--- src/rtl/erb_pkg.sv ---
// ----------------------------------------------------------------------------
// erb_pkg
// Shared types and constants of the euclidean rhythm bank.
// ----------------------------------------------------------------------------
package erb_pkg;

  localparam int ERB_CHANNELS = 5;
  localparam int REG_W        = 20;
  localparam int TRIG_W       = 5;
  localparam int APB_DW       = 32;
  localparam int APB_AW       = 4;

  localparam logic [1:0] REG_HITS_FIRST  = 2'd0;
  localparam logic [1:0] REG_LEN_FIRST   = 2'd1;
  localparam logic [1:0] REG_HITS_SECOND = 2'd2;
  localparam logic [1:0] REG_LEN_SECOND  = 2'd3;

  localparam logic [REG_W-1:0] HITS_FIRST_RST  = 20'h54332;
  localparam logic [REG_W-1:0] LEN_FIRST_RST   = 20'hB9875;
  localparam logic [REG_W-1:0] HITS_SECOND_RST = 20'h76543;
  localparam logic [REG_W-1:0] LEN_SECOND_RST  = 20'h98764;

  typedef enum logic [2:0] {
    ST_IDLE,
    ST_LOAD,
    ST_MODS,
    ST_MUL,
    ST_MODP,
    ST_NEXT,
    ST_DONE
  } erb_state_t;

endpackage

--- src/rtl/erb_if.sv ---
// ----------------------------------------------------------------------------
// erb_if
// Valid/ready channels of the euclidean rhythm bank.
// ----------------------------------------------------------------------------
interface erb_in_if;
  logic valid;
  logic ready;
  logic rising_edge;
  logic normal_mode;

  modport source (output valid, output rising_edge, output normal_mode, input ready);
  modport sink (input valid, input rising_edge, input normal_mode, output ready);
endinterface

interface erb_out_if;
  logic       valid;
  logic       ready;
  logic [4:0] trigger_group_a;
  logic [4:0] trigger_group_b;

  modport source (output valid, output trigger_group_a, output trigger_group_b, input ready);
  modport sink (input valid, input trigger_group_a, input trigger_group_b, output ready);
endinterface

--- src/rtl/euclidean_rhythm_bank_top.sv ---
// ----------------------------------------------------------------------------
// euclidean_rhythm_bank_top
// Two groups of euclidean rhythm channels walked through one shared
// shift-subtract remainder unit; one pair of trigger masks per item.
// ----------------------------------------------------------------------------
// item without edge: idle straight to done, result registered
// in done once the output is free; item with edge: per channel
// load, 5 remainder steps, if needed multiply, 8 remainder steps,
// advance, over 2*CHANNELS channels, then done; one item at a time
// reset: config registers to defaults, all steps zero, no clearing pass
module euclidean_rhythm_bank_top #(
  parameter int CHANNELS = erb_pkg::ERB_CHANNELS
) (
  input  logic                         clk,
  input  logic                         rst_n,
  erb_in_if.sink                       in_ch,
  erb_out_if.source                    out_ch,
  input  logic                         psel,
  input  logic                         penable,
  input  logic                         pwrite,
  input  logic [erb_pkg::APB_AW-1:0]   paddr,
  input  logic [erb_pkg::APB_DW-1:0]   pwdata,
  output logic [erb_pkg::APB_DW-1:0]   prdata,
  output logic                         pready
);
  import erb_pkg::*;

  localparam int CW = (CHANNELS > 1) ? $clog2(CHANNELS) : 1;

  // config registers
  logic [REG_W-1:0] hits1_r, len1_r, hits2_r, len2_r;
  logic             cfg_we;
  logic [1:0]       cfg_idx;

  assign pready  = 1'b1;
  assign cfg_idx = paddr[3:2];
  assign cfg_we  = psel && penable && pwrite;

  always_ff @(posedge clk) begin
    if (!rst_n) begin
      hits1_r <= HITS_FIRST_RST;
      len1_r  <= LEN_FIRST_RST;
      hits2_r <= HITS_SECOND_RST;
      len2_r  <= LEN_SECOND_RST;
    end else if (cfg_we) begin
      unique case (cfg_idx)
        REG_HITS_FIRST:  hits1_r <= pwdata[REG_W-1:0];
        REG_LEN_FIRST:   len1_r  <= pwdata[REG_W-1:0];
        REG_HITS_SECOND: hits2_r <= pwdata[REG_W-1:0];
        REG_LEN_SECOND:  len2_r  <= pwdata[REG_W-1:0];
      endcase
    end
  end

  always_comb begin
    unique case (cfg_idx)
      REG_HITS_FIRST:  prdata = APB_DW'(hits1_r);
      REG_LEN_FIRST:   prdata = APB_DW'(len1_r);
      REG_HITS_SECOND: prdata = APB_DW'(hits2_r);
      REG_LEN_SECOND:  prdata = APB_DW'(len2_r);
    endcase
  end

  // sequencer and datapath registers
  erb_state_t        state_r, state_nxt;
  logic [CW-1:0]     ch_r, ch_nxt;
  logic              grp_r, grp_nxt;
  logic              mode_r, mode_nxt;
  logic [3:0]        k_r, k_nxt;
  logic [3:0]        n_r, n_nxt;
  logic [7:0]        dvd_r, dvd_nxt;
  logic [3:0]        rem_r, rem_nxt;
  logic [2:0]        cnt_r, cnt_nxt;
  logic [3:0]        s_r, s_nxt;
  logic [CHANNELS-1:0] mask_a_r, mask_a_nxt;
  logic [CHANNELS-1:0] mask_b_r, mask_b_nxt;
  logic              out_valid_r, out_valid_nxt;
  logic [TRIG_W-1:0] trig_a_r, trig_a_nxt;
  logic [TRIG_W-1:0] trig_b_r, trig_b_nxt;

  logic [3:0]        steps_a_r [CHANNELS];
  logic [3:0]        steps_b_r [CHANNELS];
  logic              step_we;
  logic [3:0]        step_wd;

  logic              in_acc;
  logic              out_free;
  logic              last_ch;
  logic              use_first;
  logic [REG_W-1:0]  k_reg, n_reg;
  logic [31:0]       k_word, n_word;
  logic [4:0]        nib_pos;
  logic [3:0]        k_sel, n_sel;
  logic [3:0]        old_step;
  logic [4:0]        old_p1;
  logic              pulse_set;

  // shared remainder step
  logic [4:0]        t5;
  logic              t_ge;
  logic [3:0]        rem_step;

  assign in_ch.ready            = (state_r == ST_IDLE);
  assign in_acc                 = in_ch.valid && in_ch.ready;
  assign out_free               = !out_valid_r || out_ch.ready;
  assign out_ch.valid           = out_valid_r;
  assign out_ch.trigger_group_a = trig_a_r;
  assign out_ch.trigger_group_b = trig_b_r;
  assign last_ch                = (ch_r == CW'(CHANNELS - 1));

  assign use_first = grp_r ? !mode_r : mode_r;
  assign k_reg     = use_first ? hits1_r : hits2_r;
  assign n_reg     = use_first ? len1_r : len2_r;
  assign k_word    = 32'(k_reg);
  assign n_word    = 32'(n_reg);
  assign nib_pos   = 5'(ch_r) << 2;
  assign k_sel     = k_word[nib_pos +: 4];
  assign n_sel     = n_word[nib_pos +: 4];
  assign old_step  = grp_r ? steps_b_r[ch_r] : steps_a_r[ch_r];
  assign old_p1    = 5'(old_step) + 5'd1;

  assign t5       = {rem_r, dvd_r[7]};
  assign t_ge     = (t5 >= {1'b0, n_r});
  assign rem_step = t_ge ? 4'(t5 - {1'b0, n_r}) : t5[3:0];

  // next state
  always_comb begin
    state_nxt = state_r;
    unique case (state_r)
      ST_IDLE: begin
        if (in_acc) state_nxt = in_ch.rising_edge ? ST_LOAD : ST_DONE;
      end
      ST_LOAD: begin
        state_nxt = (n_sel == 4'd0) ? ST_NEXT : ST_MODS;
      end
      ST_MODS: begin
        if (cnt_r == 3'd0) begin
          if (k_r == 4'd0 || k_r >= n_r || rem_step == 4'd0) state_nxt = ST_NEXT;
          else state_nxt = ST_MUL;
        end
      end
      ST_MUL: state_nxt = ST_MODP;
      ST_MODP: begin
        if (cnt_r == 3'd0) state_nxt = ST_NEXT;
      end
      ST_NEXT: begin
        state_nxt = (last_ch && grp_r) ? ST_DONE : ST_LOAD;
      end
      ST_DONE: begin
        if (out_free) state_nxt = ST_IDLE;
      end
      default: state_nxt = ST_IDLE;
    endcase
  end

  // datapath and outputs
  always_comb begin
    ch_nxt        = ch_r;
    grp_nxt       = grp_r;
    mode_nxt      = mode_r;
    k_nxt         = k_r;
    n_nxt         = n_r;
    dvd_nxt       = dvd_r;
    rem_nxt       = rem_r;
    cnt_nxt       = cnt_r;
    s_nxt         = s_r;
    mask_a_nxt    = mask_a_r;
    mask_b_nxt    = mask_b_r;
    trig_a_nxt    = trig_a_r;
    trig_b_nxt    = trig_b_r;
    out_valid_nxt = out_valid_r && !out_ch.ready;
    step_we       = 1'b0;
    step_wd       = 4'd0;
    pulse_set     = 1'b0;
    unique case (state_r)
      ST_IDLE: begin
        if (in_acc) begin
          mode_nxt   = in_ch.normal_mode;
          ch_nxt     = '0;
          grp_nxt    = 1'b0;
          mask_a_nxt = '0;
          mask_b_nxt = '0;
        end
      end
      ST_LOAD: begin
        k_nxt   = k_sel;
        n_nxt   = n_sel;
        rem_nxt = 4'd0;
        cnt_nxt = 3'd4;
        dvd_nxt = {old_p1, 3'b000};
        if (n_sel == 4'd0) begin
          step_we = 1'b1;
          step_wd = 4'd0;
        end
      end
      ST_MODS: begin
        rem_nxt = rem_step;
        dvd_nxt = {dvd_r[6:0], 1'b0};
        cnt_nxt = cnt_r - 3'd1;
        if (cnt_r == 3'd0) begin
          s_nxt   = rem_step;
          step_we = 1'b1;
          step_wd = rem_step;
          if (k_r == 4'd0) pulse_set = 1'b0;
          else if (k_r >= n_r) pulse_set = 1'b1;
          else if (rem_step == 4'd0) pulse_set = (k_r >= 4'd2);
        end
      end
      ST_MUL: begin
        dvd_nxt = {4'd0, s_r} * {4'd0, k_r};
        rem_nxt = 4'd0;
        cnt_nxt = 3'd7;
      end
      ST_MODP: begin
        rem_nxt = rem_step;
        dvd_nxt = {dvd_r[6:0], 1'b0};
        cnt_nxt = cnt_r - 3'd1;
        if (cnt_r == 3'd0) pulse_set = (rem_step < k_r);
      end
      ST_NEXT: begin
        if (last_ch) begin
          ch_nxt  = '0;
          grp_nxt = 1'b1;
        end else begin
          ch_nxt = ch_r + CW'(1);
        end
      end
      ST_DONE: begin
        if (out_free) begin
          out_valid_nxt = 1'b1;
          trig_a_nxt    = TRIG_W'(mask_a_r);
          trig_b_nxt    = TRIG_W'(mask_b_r);
        end
      end
      default: ;
    endcase
    if (pulse_set) begin
      if (grp_r) mask_b_nxt[ch_r] = 1'b1;
      else mask_a_nxt[ch_r] = 1'b1;
    end
  end

  always_ff @(posedge clk) begin
    if (!rst_n) begin
      state_r     <= ST_IDLE;
      out_valid_r <= 1'b0;
      for (int i = 0; i < CHANNELS; i++) begin
        steps_a_r[i] <= 4'd0;
        steps_b_r[i] <= 4'd0;
      end
    end else begin
      state_r     <= state_nxt;
      out_valid_r <= out_valid_nxt;
      if (step_we) begin
        if (grp_r) steps_b_r[ch_r] <= step_wd;
        else steps_a_r[ch_r] <= step_wd;
      end
    end
  end

  always_ff @(posedge clk) begin
    ch_r     <= ch_nxt;
    grp_r    <= grp_nxt;
    mode_r   <= mode_nxt;
    k_r      <= k_nxt;
    n_r      <= n_nxt;
    dvd_r    <= dvd_nxt;
    rem_r    <= rem_nxt;
    cnt_r    <= cnt_nxt;
    s_r      <= s_nxt;
    mask_a_r <= mask_a_nxt;
    mask_b_r <= mask_b_nxt;
    trig_a_r <= trig_a_nxt;
    trig_b_r <= trig_b_nxt;
  end

  // assertions
  a_no_edge_done: assert property (@(posedge clk) disable iff (!rst_n)
    (in_acc && !in_ch.rising_edge) |=> (state_r == ST_DONE))
    else $error("item without edge did not go straight to done");

  a_rem_range: assert property (@(posedge clk) disable iff (!rst_n)
    (state_r == ST_MODS || state_r == ST_MODP) |-> (rem_r < n_r))
    else $error("partial remainder not below length");

  a_step_range: assert property (@(posedge clk) disable iff (!rst_n)
    (state_r == ST_MUL) |-> (s_r < n_r && s_r != 4'd0 && k_r < n_r))
    else $error("bad step or hits at multiply");

  a_out_from_done: assert property (@(posedge clk) disable iff (!rst_n)
    $rose(out_valid_r) |-> $past(state_r == ST_DONE))
    else $error("result raised outside done");

endmodule
--- src/flat_wrapper.sv ---
// flat-port wrapper written by rule: the top's interface ports become plain ports
module euclidean_rhythm_bank_top_flat import erb_pkg::*;
#(
  parameter int CHANNELS = erb_pkg::ERB_CHANNELS
)
  (clk, rst_n, psel, penable, pwrite, paddr, pwdata, prdata, pready, in_ch_valid, in_ch_rising_edge, in_ch_normal_mode, in_ch_ready, out_ch_valid, out_ch_trigger_group_a, out_ch_trigger_group_b, out_ch_ready);
  erb_in_if in_ch_i ();
  erb_out_if out_ch_i ();
  input  logic clk;
  input  logic rst_n;
  input  logic psel;
  input  logic penable;
  input  logic pwrite;
  input  logic [erb_pkg::APB_AW-1:0] paddr;
  input  logic [erb_pkg::APB_DW-1:0] pwdata;
  output logic [erb_pkg::APB_DW-1:0] prdata;
  output logic pready;
  input wire logic [$bits(in_ch_i.valid)-1:0] in_ch_valid;
  input wire logic [$bits(in_ch_i.rising_edge)-1:0] in_ch_rising_edge;
  input wire logic [$bits(in_ch_i.normal_mode)-1:0] in_ch_normal_mode;
  output wire logic [$bits(in_ch_i.ready)-1:0] in_ch_ready;
  output wire logic [$bits(out_ch_i.valid)-1:0] out_ch_valid;
  output wire logic [$bits(out_ch_i.trigger_group_a)-1:0] out_ch_trigger_group_a;
  output wire logic [$bits(out_ch_i.trigger_group_b)-1:0] out_ch_trigger_group_b;
  input wire logic [$bits(out_ch_i.ready)-1:0] out_ch_ready;
  assign in_ch_i.valid = in_ch_valid;
  assign in_ch_i.rising_edge = in_ch_rising_edge;
  assign in_ch_i.normal_mode = in_ch_normal_mode;
  assign in_ch_ready = in_ch_i.ready;
  assign out_ch_valid = out_ch_i.valid;
  assign out_ch_trigger_group_a = out_ch_i.trigger_group_a;
  assign out_ch_trigger_group_b = out_ch_i.trigger_group_b;
  assign out_ch_i.ready = out_ch_ready;
  euclidean_rhythm_bank_top #(.CHANNELS(CHANNELS)) u_core (.clk(clk), .rst_n(rst_n), .in_ch(in_ch_i), .out_ch(out_ch_i), .psel(psel), .penable(penable), .pwrite(pwrite), .paddr(paddr), .pwdata(pwdata), .prdata(prdata), .pready(pready));
endmodule
--- config.mk ---
export PLATFORM = sky130hd
export DESIGN_NAME = euclidean_rhythm_bank_top_flat
export DESIGN_NICKNAME = d
export VERILOG_FILES = /design/src/rtl/erb_pkg.sv /design/src/rtl/erb_if.sv /design/src/rtl/euclidean_rhythm_bank_top.sv /design/src/flat_wrapper.sv
export SDC_FILE = /design/constraint.sdc
export NUM_CORES = 1
export LEC_CHECK = 0
export ABC_AREA = 0
export BUFFER_PORTS_ARGS = -buffer_cell sky130_fd_sc_hd__clkbuf_2
export CAP_MARGIN = 0
export CELL_PAD_IN_SITES_DETAIL_PLACEMENT = 2
export CELL_PAD_IN_SITES_GLOBAL_PLACEMENT = 2
export CORE_MARGIN = 3
export CORE_UTILIZATION = 42
export DETAILED_ROUTE_END_ITERATION = 7
export PLACE_DENSITY_LB_ADDON = 0.08
export SETUP_SLACK_MARGIN = 0.1
export SKIP_LAST_GASP = 1
export SYNTH_ARGS = -nofsm -noshare
export SYNTH_HDL_FRONTEND = slang
export SYNTH_SLANG_ARGS = --single-unit
--- constraint.sdc ---
create_clock -name clk -period 11.1 [get_ports clk]
set_input_delay 1.11 -clock clk [delete_from_list [all_inputs] [get_ports clk]]
set_output_delay 1.11 -clock clk [all_outputs]
set_load 0.03 [all_outputs]
==> flow_summary_export.csv <==
group,metric,value,unit
timing,setup_violations,0,
timing,tns,0,ps
placement,placedInstanceArea,10800,um^2
setup_path,slowest_stage,"edfxtp_1",
drt,dr.pass1.iters,5,
logic_synthesis,ys_seq_area_share,50.0,%
logic_synthesis,synth_flop_cell,"edfxtp_1",
logic_synthesis,synthTopCellsByCount,"nand2_1, edfxtp_1, dfxtp_1, nor2_1, clkbuf_1",
pwr,p_leak,0.00452,uW
placement,port_buffers,62,
setup_path,r2r_cells,7,
timing,max_freq,214,MHz
grt,grt_pass1_vias,8730,
pwr,p_per_area,239,nW/um^2
floorplan,die-width,162,um
logic_synthesis,ys_warn_count,0,
pwr,peakVddDrop,0.000105,V
setup_path,critPathRequiredTime,11240,ps
logic_synthesis,synth-seq-cells,203,
pwr,power_switching,1040,uW
layout,fillers,2457,
cts,ctsHoldBuffers,0,
cts,cts_setup_buffers,0,
logic_synthesis,synth_top_cell_area_share,31.0,%
setup_path,crit_type,"reg2reg",
layout,multi_input_comb_area,4730,um^2
grt,grt_pass1_wl,51700,um
setup_path,crit_end,"u_core.steps_a_r[6][3]",
layout,drive_above_1_share,15.8,%
layout,fin_nets,1111,
cts,cts_buffer_depth,3,
timing,clock_skew,17.4,ps
logic_synthesis,synth_cells,999,
layout,syn_to_final_growth,13.0,%
cts,cts-resized-gates,0,
logic_synthesis,synth_area_leaders,"edfxtp_1, dfxtp_1, mux4_2",
min_path,hold_start,"u_core.mask_b_r[4]",
cts,cts_tree,"yes",
outcome,status,"completed",
setup_path,path_max_fanout,20,
cts,cts_sinks,203,
setup_path,crit_path_start,"u_core.ch_r[1]",
drt,wl,32700,um
setup_path,cp.arrival,4820,ps
grt,gr-total-overflow,0,
drt,drtIter0Drc,459,
logic_synthesis,synth_most_common_cell,"nand2_1",
job,max_cap_violations,0,
pwr,p_seq_share,35.5,%
floorplan,die_y,162,um
logic_synthesis,syn_area_per_cell,10.3,um^2
timing,hold_violations,0,
setup_path,max_stage_delay,950,ps
floorplan,coreArea,23800,um^2
layout,seq_area,5120,um^2
placement,gp_congestion,0.845,
floorplan,num_io_pins,90,
cts,cts_root_buffer,"clkbuf_16",
pwr,clkPwrFrac,29.2,%
pwr,p_int,1730,uW
pwr,power_frac_comb,35.2,%
grt,grt_max_degree,53,
pwr,report.power.total,2770,uW
timing,relSlewSlack,28.3,%
timing,slew_viol_final,0,
timing,final.min_clock_period,4680,ps
drt,vias_per_cell,5.75,
setup_path,cp-end-kind,"flip-flop",
cts,cts_buffers,24,
timing,tightest_slew,1070,ps
layout,antenna_cells,0,
layout,fin_area,11600,um^2
grt,grt_util_all_layers,25.3,%
floorplan,core.rowCount,56,
floorplan,dieArea,26300,um^2
setup_path,ff2ff_setup_slack,6420,ps
pwr,swShare,37.6,%
layout,fin_util,48.8,%
grt,antenna_found_initial,0,
logic_synthesis,synth_cell_type_count,59,
cts,insertion_delay,530,ps
setup_path,worstReg2RegEnd,"u_core.steps_a_r[6][3]",
min_path,min_path_cells,0,
timing,fin_crit_sh,42.1,%
drt,routedWlPerCell,23.9,um
logic_synthesis,yosys.area.top_type,"edfxtp_1",
setup_path,path_cells,"inv_1 > nand3_1 > o22ai_1 > a211oi_1 > nand4_1 > and2_1 > nor4_1",
drt,via_count,7879,
floorplan,initial_core_util,43.2,%
drt,drc,0,
cts,htree_levels,1,
timing,rsz0062_at_grt,"no",
logic_synthesis,synth_edf_count,106,
logic_synthesis,async_flop_share,0,%
min_path,hold_path.class,"reg2reg",
cts,clk_pin_slew,60,ps
logic_synthesis,synth_area,10300,um^2
drt,ant_nets,0,
placement,place_hpwl,22700,um
setup_path,timing.rr.start,"u_core.ch_r[1]",
setup_path,cp-start-kind,"flip-flop",
[layout make-up]
class                      count  share of cell area, %
inverter                      29                  0.939
clock buffer                  27                   5.46
timing repair buffer          77                   3.65
tap                          319                   3.44
clock inverter                16                   1.47
sequential                   203                   44.2
multi-input combinational    700                   40.8
[power groups by stage]
stage	registers (uW)	clock network (uW)	logic, uW
2_1_floorplan	943	0	685
3_3_place_gp	997	0	936
3_5_place_dp	1000	0	971
4_1_cts	986	826	986
5_1_grt	996	859	1070
6_report	986	810	977
[worst max-delay path, delay by kind of cell (launching register included)]
family / cells / cell delay (ps)
AND/OR/NAND/NOR: 4 / 2320
flip-flops: 1 / 950
AO/OA/AOI/OAI: 2 / 750
buffers and inverters: 1 / 260
[sequential cells by signal, summed over array words and instances (netlist names), 8 cells and up, named ones only]
register          count
u_core.dvd_r          8
u_core.hits1_r       20
u_core.hits2_r       20
u_core.len1_r        20
u_core.len2_r        20
u_core.steps_a_r     32
u_core.steps_b_r     32
[routing by layer]
| layer | part of all wire (%) | GRT usage, % |
|---|---|---|
| met1 | 42 | 32.4 |
| met5 | 0 | 0 |
| met4 | 2.8 | 7.56 |
| met2 | 51 | 44.8 |
| met3 | 3.9 | 3.34 |
[layout by cell type, fill, tap and decap left out, types with 13 or more instances in the layout]
master and count:
inv_1 29, clkbuf_2 61, nand3_1 49, ha_1 26
a21oi_1 20, dfxtp_1 97, edfxtp_1 106, a21boi_0 45
mux4_2 42, nand4_1 15, nor2_1 69, mux2i_1 21
conb_1 13, nand2_1 229, o21ai_0 32, and2_1 16
clkbuf_16 25, buf_4 15
[how the worst min path moves through the flow]
stage | end | slack (ps)
detailed placement | u_core.out_ch.trigger_group_b[1] | 420
global route | u_core.out_ch.trigger_group_b[1] | 450
global placement | u_core.out_ch.trigger_group_b[3] | 420
finish | u_core.out_ch.trigger_group_b[4] | 430
floorplan | u_core.out_ch.trigger_group_a[0] | 410
CTS | u_core.out_ch.trigger_group_b[1] | 440
[stage by stage]
step / hold WS (ps) / std cells / setup slack (ps)
after floorplan: 408 / 1010 / 7270
after global placement: 417 / 1328 / 6600
after detailed placement: 422 / 1328 / 6480
after CTS: 437 / 1371 / 6450
after global routing: 447 / 1371 / 6240
final: 433 / 1371 / 6420
[kinds of logic after synthesis]
group	after synthesis	share of synthesized area [%]
buffers and inverters	107	4.50
and+or+nand+nor	423	18.1
DFF	203	50.0
muxes	69	11.9
AOI/OAI and AO/OA	149	9.89
xor gates and xnor gates	13	1.18
adders and majority gates	33	4.34
other	2	0.0732
No activity file was read; power rests on OpenSTA's default activity.
